==> config.mk <==
export PLATFORM = sky130hd
export DESIGN_NAME = vector2_normalize
export DESIGN_NICKNAME = d
export VERILOG_FILES = /design/src/design/v2n_pkg.sv /design/src/design/vector2_normalize.sv
export SDC_FILE = /design/constraint.sdc
export NUM_CORES = 2
export LEC_CHECK = 0
export BUFFER_PORTS_ARGS = -buffer_cell sky130_fd_sc_hd__buf_2
export CORE_MARGIN = 3
export CORE_UTILIZATION = 60
export DETAILED_ROUTE_END_ITERATION = 7
export GPL_TIMING_DRIVEN = 0
export PLACE_DENSITY_LB_ADDON = 0.05
export REMOVE_ABC_BUFFERS = 1
export SETUP_SLACK_MARGIN = 0.3
export SLEW_MARGIN = 20
export SYNTH_ARGS = -nofsm -noshare
export SYNTH_HDL_FRONTEND = slang
export SYNTH_SLANG_ARGS = --single-unit
==> constraint.sdc <==
create_clock -name clk -period 10.09 [get_ports clk]
set_clock_uncertainty 0.15 [all_clocks]
set_input_delay 0 -clock clk [delete_from_list [all_inputs] [get_ports clk]]
set_output_delay 0 -clock clk [all_outputs]
set_load 0.01 [all_outputs]
==> src/design/v2n_pkg.sv <==
// v2n_pkg: types, stage counts and step functions for vector2_normalize
// no dependencies; imported by design/vector2_normalize.sv
`default_nettype none

package v2n_pkg;

	localparam int unsigned COMP_W         = 16;
	localparam int unsigned SUM_W          = 2 * COMP_W;
	localparam int unsigned LEN_W          = 16;
	localparam int unsigned REM_W          = LEN_W + 3;
	localparam int unsigned QUO_W          = 15;
	localparam int unsigned FRAC_BITS      = 14;

	localparam int unsigned SQRT_STEPS     = SUM_W / 2;
	localparam int unsigned SQRT_PER_STAGE = 2;
	localparam int unsigned SQRT_STAGES    = SQRT_STEPS / SQRT_PER_STAGE;

	localparam int unsigned DIV_STEPS      = QUO_W;
	localparam int unsigned DIV_PER_STAGE  = 3;
	localparam int unsigned DIV_STAGES     = DIV_STEPS / DIV_PER_STAGE;

	localparam int unsigned FRONT_STAGES   = 3;
	localparam int unsigned NUM_STAGES     = FRONT_STAGES + SQRT_STAGES + DIV_STAGES + 1;

	typedef struct packed {
		logic              sx;
		logic              sy;
		logic [COMP_W-1:0] ax;
		logic [COMP_W-1:0] ay;
		logic [SUM_W-1:0]  rad;
		logic [REM_W-1:0]  rem;
		logic [LEN_W-1:0]  root;
	} rt_t;

	typedef struct packed {
		logic              sx;
		logic              sy;
		logic [LEN_W-1:0]  len;
		logic [LEN_W-1:0]  rem_x;
		logic [LEN_W-1:0]  rem_y;
		logic [QUO_W-1:0]  num_x;
		logic [QUO_W-1:0]  num_y;
		logic [QUO_W-1:0]  q_x;
		logic [QUO_W-1:0]  q_y;
	} dv_t;

	// one result bit of the square root
	function automatic rt_t sqrt_step(input rt_t st);
		rt_t              r;
		logic [REM_W-1:0] t;
		logic [REM_W-1:0] trial;
		r     = st;
		t     = {st.rem[REM_W-3:0], st.rad[SUM_W-1 -: 2]};
		trial = {1'b0, st.root, 2'b01};
		if (t >= trial) begin
			r.rem  = t - trial;
			r.root = {st.root[LEN_W-2:0], 1'b1};
		end else begin
			r.rem  = t;
			r.root = {st.root[LEN_W-2:0], 1'b0};
		end
		r.rad = {st.rad[SUM_W-3:0], 2'b00};
		return r;
	endfunction

	typedef struct packed {
		logic [LEN_W-1:0] rem;
		logic             qbit;
	} dstep_t;

	// one quotient bit of a restoring division
	function automatic dstep_t div_bit(input logic [LEN_W-1:0] rem, input logic nb,
		input logic [LEN_W-1:0] len);
		dstep_t         r;
		logic [LEN_W:0] t;
		t = {rem, nb};
		if (t >= {1'b0, len}) begin
			r.rem  = LEN_W'(t - {1'b0, len});
			r.qbit = 1'b1;
		end else begin
			r.rem  = t[LEN_W-1:0];
			r.qbit = 1'b0;
		end
		return r;
	endfunction

	function automatic dv_t div_step(input dv_t st);
		dv_t    r;
		dstep_t bx;
		dstep_t by;
		r       = st;
		bx      = div_bit(st.rem_x, st.num_x[QUO_W-1], st.len);
		by      = div_bit(st.rem_y, st.num_y[QUO_W-1], st.len);
		r.rem_x = bx.rem;
		r.rem_y = by.rem;
		r.q_x   = {st.q_x[QUO_W-2:0], bx.qbit};
		r.q_y   = {st.q_y[QUO_W-2:0], by.qbit};
		r.num_x = {st.num_x[QUO_W-2:0], 1'b0};
		r.num_y = {st.num_y[QUO_W-2:0], 1'b0};
		return r;
	endfunction

endpackage

`default_nettype wire

==> src/design/vector2_normalize.sv <==
// vector2_normalize: pipelined 2D vector normalization to signed Q1.14
// depends on v2n_pkg (stage counts, stage types, square root and divide steps)
//
// channel   signals                                            direction
// in        in_valid, in_ready, x_component, y_component       request in
// out       out_valid, out_ready, unit_x, unit_y, length,
//           null_error                                         request out
// cfg       cfg_valid, cfg_ready, cfg_wdata (null_limit)       write in
//
// one request per cycle while the output is not stalled; stages: abs, two squarers, sum,
// 8 square root stages of 2 bits each, 5 divider stages of 3 quotient bits each
// (both components in parallel), then the null check and sign stage.
// reset clears the stage valid bits and null_limit; data registers are not reset.
// a stage holds while the stage after it is full and stalled; ready ripples back
// stage by stage, so empty stages keep filling while the output waits.
`default_nettype none

module vector2_normalize
	import v2n_pkg::*;
(
	input  wire logic                     clk,
	input  wire logic                     arst_n,

	input  wire logic                     in_valid,
	output logic                          in_ready,
	input  wire logic signed [COMP_W-1:0] x_component,
	input  wire logic signed [COMP_W-1:0] y_component,

	output logic                          out_valid,
	input  wire logic                     out_ready,
	output logic signed [COMP_W-1:0]      unit_x,
	output logic signed [COMP_W-1:0]      unit_y,
	output logic        [LEN_W-1:0]       length,
	output logic                          null_error,

	input  wire logic                     cfg_valid,
	output logic                          cfg_ready,
	input  wire logic   [LEN_W-1:0]       cfg_wdata
);

	localparam int unsigned SQ_FIRST  = FRONT_STAGES + 1;
	localparam int unsigned DIV_FIRST = SQ_FIRST + SQRT_STAGES;

	logic [LEN_W-1:0] null_limit_q;

	assign cfg_ready = 1'b1;

	always_ff @(posedge clk or negedge arst_n) begin
		if (!arst_n) begin
			null_limit_q <= '0;
		end else if (cfg_valid) begin
			null_limit_q <= cfg_wdata;
		end
	end

	// pipeline control
	logic [NUM_STAGES:1]   vld_q;
	logic [NUM_STAGES-1:0] vld_in;
	logic [NUM_STAGES+1:1] rdy;
	logic [NUM_STAGES:1]   ld;

	assign vld_in[0]              = in_valid;
	assign vld_in[NUM_STAGES-1:1] = vld_q[NUM_STAGES-1:1];
	assign rdy[NUM_STAGES+1]      = out_ready;
	assign in_ready               = rdy[1];
	assign out_valid              = vld_q[NUM_STAGES];

	for (genvar k = 1; k <= NUM_STAGES; k++) begin : g_ctl
		assign rdy[k] = !vld_q[k] || rdy[k+1];
		assign ld[k]  = rdy[k] && vld_in[k-1];

		always_ff @(posedge clk or negedge arst_n) begin
			if (!arst_n) begin
				vld_q[k] <= 1'b0;
			end else if (rdy[k]) begin
				vld_q[k] <= vld_in[k-1];
			end
		end
	end

	// front: magnitudes, squares, sum
	logic              sx_s1, sy_s1, sx_s2, sy_s2, sx_s3, sy_s3;
	logic [COMP_W-1:0] ax_s1, ay_s1, ax_s2, ay_s2, ax_s3, ay_s3;
	logic [SUM_W-1:0]  sqx_s2, sqy_s2, sum_s3;

	always_ff @(posedge clk) begin
		if (ld[1]) begin
			sx_s1 <= x_component[COMP_W-1];
			sy_s1 <= y_component[COMP_W-1];
			ax_s1 <= x_component[COMP_W-1] ? COMP_W'(-x_component) : COMP_W'(x_component);
			ay_s1 <= y_component[COMP_W-1] ? COMP_W'(-y_component) : COMP_W'(y_component);
		end
		if (ld[2]) begin
			sx_s2  <= sx_s1;
			sy_s2  <= sy_s1;
			ax_s2  <= ax_s1;
			ay_s2  <= ay_s1;
			sqx_s2 <= ax_s1 * ax_s1;
			sqy_s2 <= ay_s1 * ay_s1;
		end
		if (ld[3]) begin
			sx_s3  <= sx_s2;
			sy_s3  <= sy_s2;
			ax_s3  <= ax_s2;
			ay_s3  <= ay_s2;
			sum_s3 <= sqx_s2 + sqy_s2;
		end
	end

	// square root stages
	rt_t rt_in;
	rt_t rt_s [1:SQRT_STAGES];

	always_comb begin
		rt_in      = '0;
		rt_in.sx   = sx_s3;
		rt_in.sy   = sy_s3;
		rt_in.ax   = ax_s3;
		rt_in.ay   = ay_s3;
		rt_in.rad  = sum_s3;
	end

	for (genvar j = 0; j < SQRT_STAGES; j++) begin : g_sqrt
		rt_t src;
		rt_t nxt;

		if (j == 0) begin : g_first
			assign src = rt_in;
		end else begin : g_next
			assign src = rt_s[j];
		end

		always_comb begin
			nxt = src;
			for (int i = 0; i < SQRT_PER_STAGE; i++) begin
				nxt = sqrt_step(nxt);
			end
		end

		always_ff @(posedge clk) begin
			if (ld[SQ_FIRST+j]) begin
				rt_s[j+1] <= nxt;
			end
		end
	end

	// divider stages: quotient = (mag << FRAC_BITS) / len
	dv_t dv_in;
	dv_t dv_s [1:DIV_STAGES];

	always_comb begin
		dv_in       = '0;
		dv_in.sx    = rt_s[SQRT_STAGES].sx;
		dv_in.sy    = rt_s[SQRT_STAGES].sy;
		dv_in.len   = rt_s[SQRT_STAGES].root;
		dv_in.rem_x = {1'b0, rt_s[SQRT_STAGES].ax[COMP_W-1:1]};
		dv_in.rem_y = {1'b0, rt_s[SQRT_STAGES].ay[COMP_W-1:1]};
		dv_in.num_x = {rt_s[SQRT_STAGES].ax[0], {FRAC_BITS{1'b0}}};
		dv_in.num_y = {rt_s[SQRT_STAGES].ay[0], {FRAC_BITS{1'b0}}};
	end

	for (genvar j = 0; j < DIV_STAGES; j++) begin : g_div
		dv_t src;
		dv_t nxt;

		if (j == 0) begin : g_first
			assign src = dv_in;
		end else begin : g_next
			assign src = dv_s[j];
		end

		always_comb begin
			nxt = src;
			for (int i = 0; i < DIV_PER_STAGE; i++) begin
				nxt = div_step(nxt);
			end
		end

		always_ff @(posedge clk) begin
			if (ld[DIV_FIRST+j]) begin
				dv_s[j+1] <= nxt;
			end
		end
	end

	// output stage: null check and signs
	logic              is_null;
	logic [COMP_W-1:0] qx_ext, qy_ext;

	assign is_null = dv_s[DIV_STAGES].len <= null_limit_q;
	assign qx_ext  = {1'b0, dv_s[DIV_STAGES].q_x};
	assign qy_ext  = {1'b0, dv_s[DIV_STAGES].q_y};

	logic signed [COMP_W-1:0] ux_s17, uy_s17;
	logic        [LEN_W-1:0]  len_s17;
	logic                     nerr_s17;

	always_ff @(posedge clk) begin
		if (ld[NUM_STAGES]) begin
			len_s17  <= dv_s[DIV_STAGES].len;
			nerr_s17 <= is_null;
			if (is_null) begin
				ux_s17 <= '0;
				uy_s17 <= '0;
			end else begin
				ux_s17 <= dv_s[DIV_STAGES].sx ? -qx_ext : qx_ext;
				uy_s17 <= dv_s[DIV_STAGES].sy ? -qy_ext : qy_ext;
			end
		end
	end

	assign unit_x     = ux_s17;
	assign unit_y     = uy_s17;
	assign length     = len_s17;
	assign null_error = nerr_s17;

endmodule

`default_nettype wire

== Word-level counts from Yosys, hierarchy flattened ==
Memories as Yosys holds them, arrays and structs flattened.
Index checks and enable logic that the tools add are counted.

* Bits in writable memories: 1296
* Output and inout port bits: 52
* Flip-flop bits (word level): 280
* Memories kept: 2
* Logic and storage cells: 274
* Bits of input ports: 53

{| class="wikitable"
|+ Memories
! memory !! depth !! width !! rd ports !! clocked after Yosys merged registers in !! wr ports !! RTL line !! text
|-
| rt_s || 8 || 97 || 8 || 0 || 8 || vector2_normalize.sv:112 || <nowiki>rt_t rt_s [1:SQRT_STAGES];</nowiki>
|-
| dv_s || 5 || 104 || 5 || 0 || 5 || vector2_normalize.sv:149 || <nowiki>dv_t dv_s [1:DIV_STAGES];</nowiki>
|}

* $add $sub $neg: 51
* Order comparisons: 47
* Bitwise logic cells: 2
* Multipliers: 2
* Mux-type cells: 76
* Reduce and logical (&&, ||, !) cells: 53

{| class="wikitable"
|+ Operator list
! kind !! number
|-
| $mux 17 || 30
|-
| $sub 16x16->16 || 30
|-
| $ge 17x16->1 || 28
|-
| $ge 19x18->1 || 15
|-
| $mux 35 || 8
|-
| $mux 33 || 8
|-
| $sub 19x18->19 || 8
|-
| $sub 17x17->17 || 7
|-
| $mul 16x16->32 || 2
|-
| $mux 15 || 4
|-
| $add 32x32->32 || 1
|-
| $ge 16x16->1 || 2
|-
| $neg 15->16 || 2
|-
| $neg 16->16 || 2
|-
| $mux 1 || 26
|-
| $logic_and 1x1->1 || 17
|-
| $logic_not 1->1 || 17
|-
| $logic_or 1x1->1 || 17
|-
| $le 16x16->1 || 1
|-
| $reduce_or 2->1 || 2
|-
| $sub 2x1->3 const B || 1
|-
| $ge 2x1->1 const B || 1
|-
| $not 1->1 || 2
|}

== Longest topological paths before layout ==
* Word-level depth: 19
* Mapped depth: 40
* Mapped depth without buffers: 36

== Worst setup path before layout ==
Ideal clock, no wire load.

* Path kind: reg-to-reg
* Start: reg rt_s[0][777] (netlist name)
* End: reg dv_s[0][166] (netlist name)
* Required time: 9680 ps
* Buffers on the path: 4
* Data arrival time: 8568 ps
* Stages on the path, launching flop included: 38
* Path slack: 1112 ps
* Clock period less this slack: 8978 ps
* Setup time: 260 ps
* Path through: edfxtp_1 > inv_1 > fa_1 > a21o_1 > a211oi_1 > nor2b_1 > or3_1 > a31oi_1 > o21a_1 > buf_2 > clkbuf_1 > nor2_1 > a21oi_1 > inv_1 > ha_1 > nor2b_1 > o21a_1 > o21ai_0 > [2 not listed] > o21ai_0 > a21oi_1 > o21ai_1 > and2_1 > buf_2 > mux2_2 > ha_1 > a21o_1 > a21o_1 > a21oi_1 > o21ai_0 > a2111oi_0 > o21bai_1 > a21o_1 > a21bo_2 > a311oi_2 > buf_2 > mux2_2

==> results.py <==
metrics = {
    "outcome": {
        "status": "completed",
    },
    "yosys": {
        "yosys_warnings": 0,
        "ys_ff_latch": 1152,
        "post-synth-top-area-cell": "edfxtp_1",
        "synth_edf_count": 1119,
        "syn_area_sq_um": 86200,
        "synthXorXnorAreaFrac_pct": 6.37,
        "synth_ff_type": "edfxtp_1",
        "yosys.area_share.simple_pct": 12.0,
        "synth_most_common_cell": "edfxtp_1",
        "synthArstFlopShare_pct": 2.86,
        "synthDominantCellAreaShare_pct": 39.0,
        "synth_area_leaders": "edfxtp_1 (39%), ha_1 (12%), fa_1 (7.9%), xnor2_1 (4.1%), inv_1 (3.1%)",
        "synth_compound_area_share_pct": 13.9,
        "synth-adder-area-share_pct": 20.4,
        "syn_inst": 8075,
        "yosys-top-cells-count": "edfxtp_1 (1,119), ha_1 (859), inv_1 (712), nor2_1 (563), a21oi_1 (515)",
        "synth_top_family_by_area": "adder cells",
        "ys_types": 108,
        "muxShareOfSynthArea_pct": 3.58,
        "syn_avg_cell_area_sq_um": 10.7,
        "synth-seq-area-share_pct": 39.9,
    },
    "finish": {
        "seq_area_sq_um": 34400,
        "drive_gt1_share_pct": 8.78,
        "syn_to_final_growth_pct": 10.5,
        "fillers": 10800,
        "nets": 9634,
        "fin_util_pct": 67.0,
        "multi_input_area_sq_um": 48700,
    },
    "routing": {
        "drt_iter0_markers": 4465,
        "wl_per_cell_microns": 20.4,
        "dr.pass1.iters": 7,
        "drt-total-wl_microns": 211000,
        "drcViolationCount": 0,
        "vias_per_cell": 5.98,
        "vias": 62000,
        "postRouteAntennaNets": 0,
    },
    "timing": {
        "clock.fmax_mhz": 107,
        "max_slew_margin_pct": 34.0,
        "finalSetupTns_ns": 0,
        "hold_viol_final": 0,
        "min_period_ns": 9.32,
        "slew_violations": 0,
        "timing.final.crit_share_pct": 92.4,
        "finalSetupViolCount": 0,
        "rsz0062_at_grt": "false",
        "tightest_slew_ns": 0.966,
    },
    "die": {
        "die_w_microns": 385,
        "die_h_microns": 385,
        "initial_core_util_pct": 60.7,
        "placeableCoreArea_sq_um": 142000,
        "rows": 138,
        "io-pin-count": 105,
        "dieArea_sq_um": 148000,
    },
    "clock_tree": {
        "cts.path.max_buffers": 3,
        "htree_levels": 3,
        "cts_root_buf": "clkbuf_16",
        "clk_latency_ns": 0.74,
        "numClockSinks": 1152,
        "cts_tree": "yes",
        "numCtsBuffers": 118,
        "clkTransAtPathRegs_ns": 0.07,
    },
    "worst_setup_path": {
        "end_kind": "register",
        "r2r_start": "rt_s[0][777]",
        "critPathKind": "reg2reg",
        "r2r_end": "dv_s[0][171]",
        "cp_common_cell": "a21o_1",
        "arrival_ns": 9.62,
        "crit_start": "rt_s[0][777]",
        "r2r_slack_ns": 0.77,
        "slowest_delay_ns": 0.55,
        "cp-start-kind": "register",
        "required_ns": 10.38,
        "crit_slowest_cell": "edfxtp_1",
        "path_max_fanout": 26,
        "worstSetupEndpoint": "dv_s[0][171]",
        "ff2ff_path_depth": 34,
    },
    "global_route": {
        "grt_pass1_wl_microns": 330000,
        "grt_max_degree": 55,
        "grt_overflow": 0,
        "track_usage_pct": 28.3,
        "antenna_found_initial": 10,
        "grt_pass1_vias": 60800,
    },
    "job": {
        "maxCapViolCount": 0,
    },
    "placed_design": {
        "place_hpwl_microns": 161000,
        "port_buffers": 103,
        "gp_congestion": 0.930,
    },
    "min_path": {
        "hp-class": "in2reg",
        "hold_depth": 3,
    },
}
state kept, by name, indices dropped and copies added (netlist names), 30 cells and up:
name / flops
rt_s: 568
dv_s: 308
sum_s3: 32
sqx_s2: 30
sqy_s2: 30
metal layers:
layer | track usage [%] | wire [microns] | vias up
met5 | 0 | 0 | -
met4 | 10.9 | 8570 | 0
met3 | 3.73 | 11700 | 388
met2 | 46.6 | 98900 | 1738
met1 | 38.4 | 92300 | 30000
li1 | - | - | 29900
area by class of cell:
type                    count  share of cell area, %
diodes                      8                 0.0210
clock buffers             133                   3.18
clock inverters            86                   1.03
inverters                 726                   2.89
multi-input cells        6060                   51.2
flip-flops and latches   1152                   36.2
well taps                1890                   2.48
repair buffers            324                   3.07
how the worst min path moves through the flow:
| stage | start | endpoint |
|---|---|---|
| final | x_component[2] | ax_s1[2] |
| after global routing | x_component[2] | ax_s1[2] |
| after CTS | x_component[2] | ax_s1[2] |
| after detailed placement | cfg_wdata[6] | null_limit_q[6] |
| after global placement | cfg_wdata[5] | null_limit_q[5] |
| after floorplan | arst_n | null_limit_q[0] |
metrics by stage:
step / area [sq um] / hold WS (ns) / std cells / worst slack (ns)
3_3_place_gp: 88500 / 0.0585 / 9930 / -2.09
4_1_cts: 94900 / 0.0218 / 10300 / 0.350
3_5_place_dp: 89200 / 0.0645 / 9965 / -1.42
6_report: 95200 / 0.0986 / 10400 / 0.767
2_1_floorplan: 85600 / -0.446 / 7937 / 0.643
5_1_grt: 95200 / 0.0450 / 10400 / 0.314
critical path: cells and delay by family (launching register included):
family	cells	cell delay, ns
AOI/OAI and AO/OA	21	4.85
adders and majority gates	3	1.13
and+or+nand+nor	5	1.00
muxes	2	0.76
buffers and inverters	3	0.57
DFF	1	0.55
cells by family after synthesis:
group                    after synthesis
AO/OA/AOI/OAI                       1847
AND/OR/NAND/NOR                     2104
XOR/XNOR                             627
flip-flops                          1152
buffers and inverters                866
multiplexers                         279
adder cells (fa/ha/maj)             1199
other                                  1
layout by cell type (no fill, tap or decap), drive strengths merged, types with 44 or more instances in the layout:
master	count
nor3	145
a211oi	45
a31oi	48
nand4	105
nor2b	103
mux2i	44
xor2	226
buf	177
nand3	138
mux2	235
nor2	563
o21bai	73
a21oi	518
o31ai	62
a21o	261
clkinv	59
xnor2	401
ha	859
nand2	501
and2	164
o21ai	420
dlygate4sd3	147
nand2b	122
clkbuf	133
o21a	136
edfxtp	1119
and3	45
or3	60
inv	723
fa	340
timing repair:
item,4_1_cts,5_1_grt
buffers inserted,10,28
pin swaps,2,3
resized for setup,11,28
hold buffers,148,0
cloned,0,1
endpoints found under the setup margin,86,118
endpoints found under the hold margin,213,0
Power is left out: the tool's default activity adds up to more than one toggle a clock period on the data nets, which glitch-free logic cannot reach.
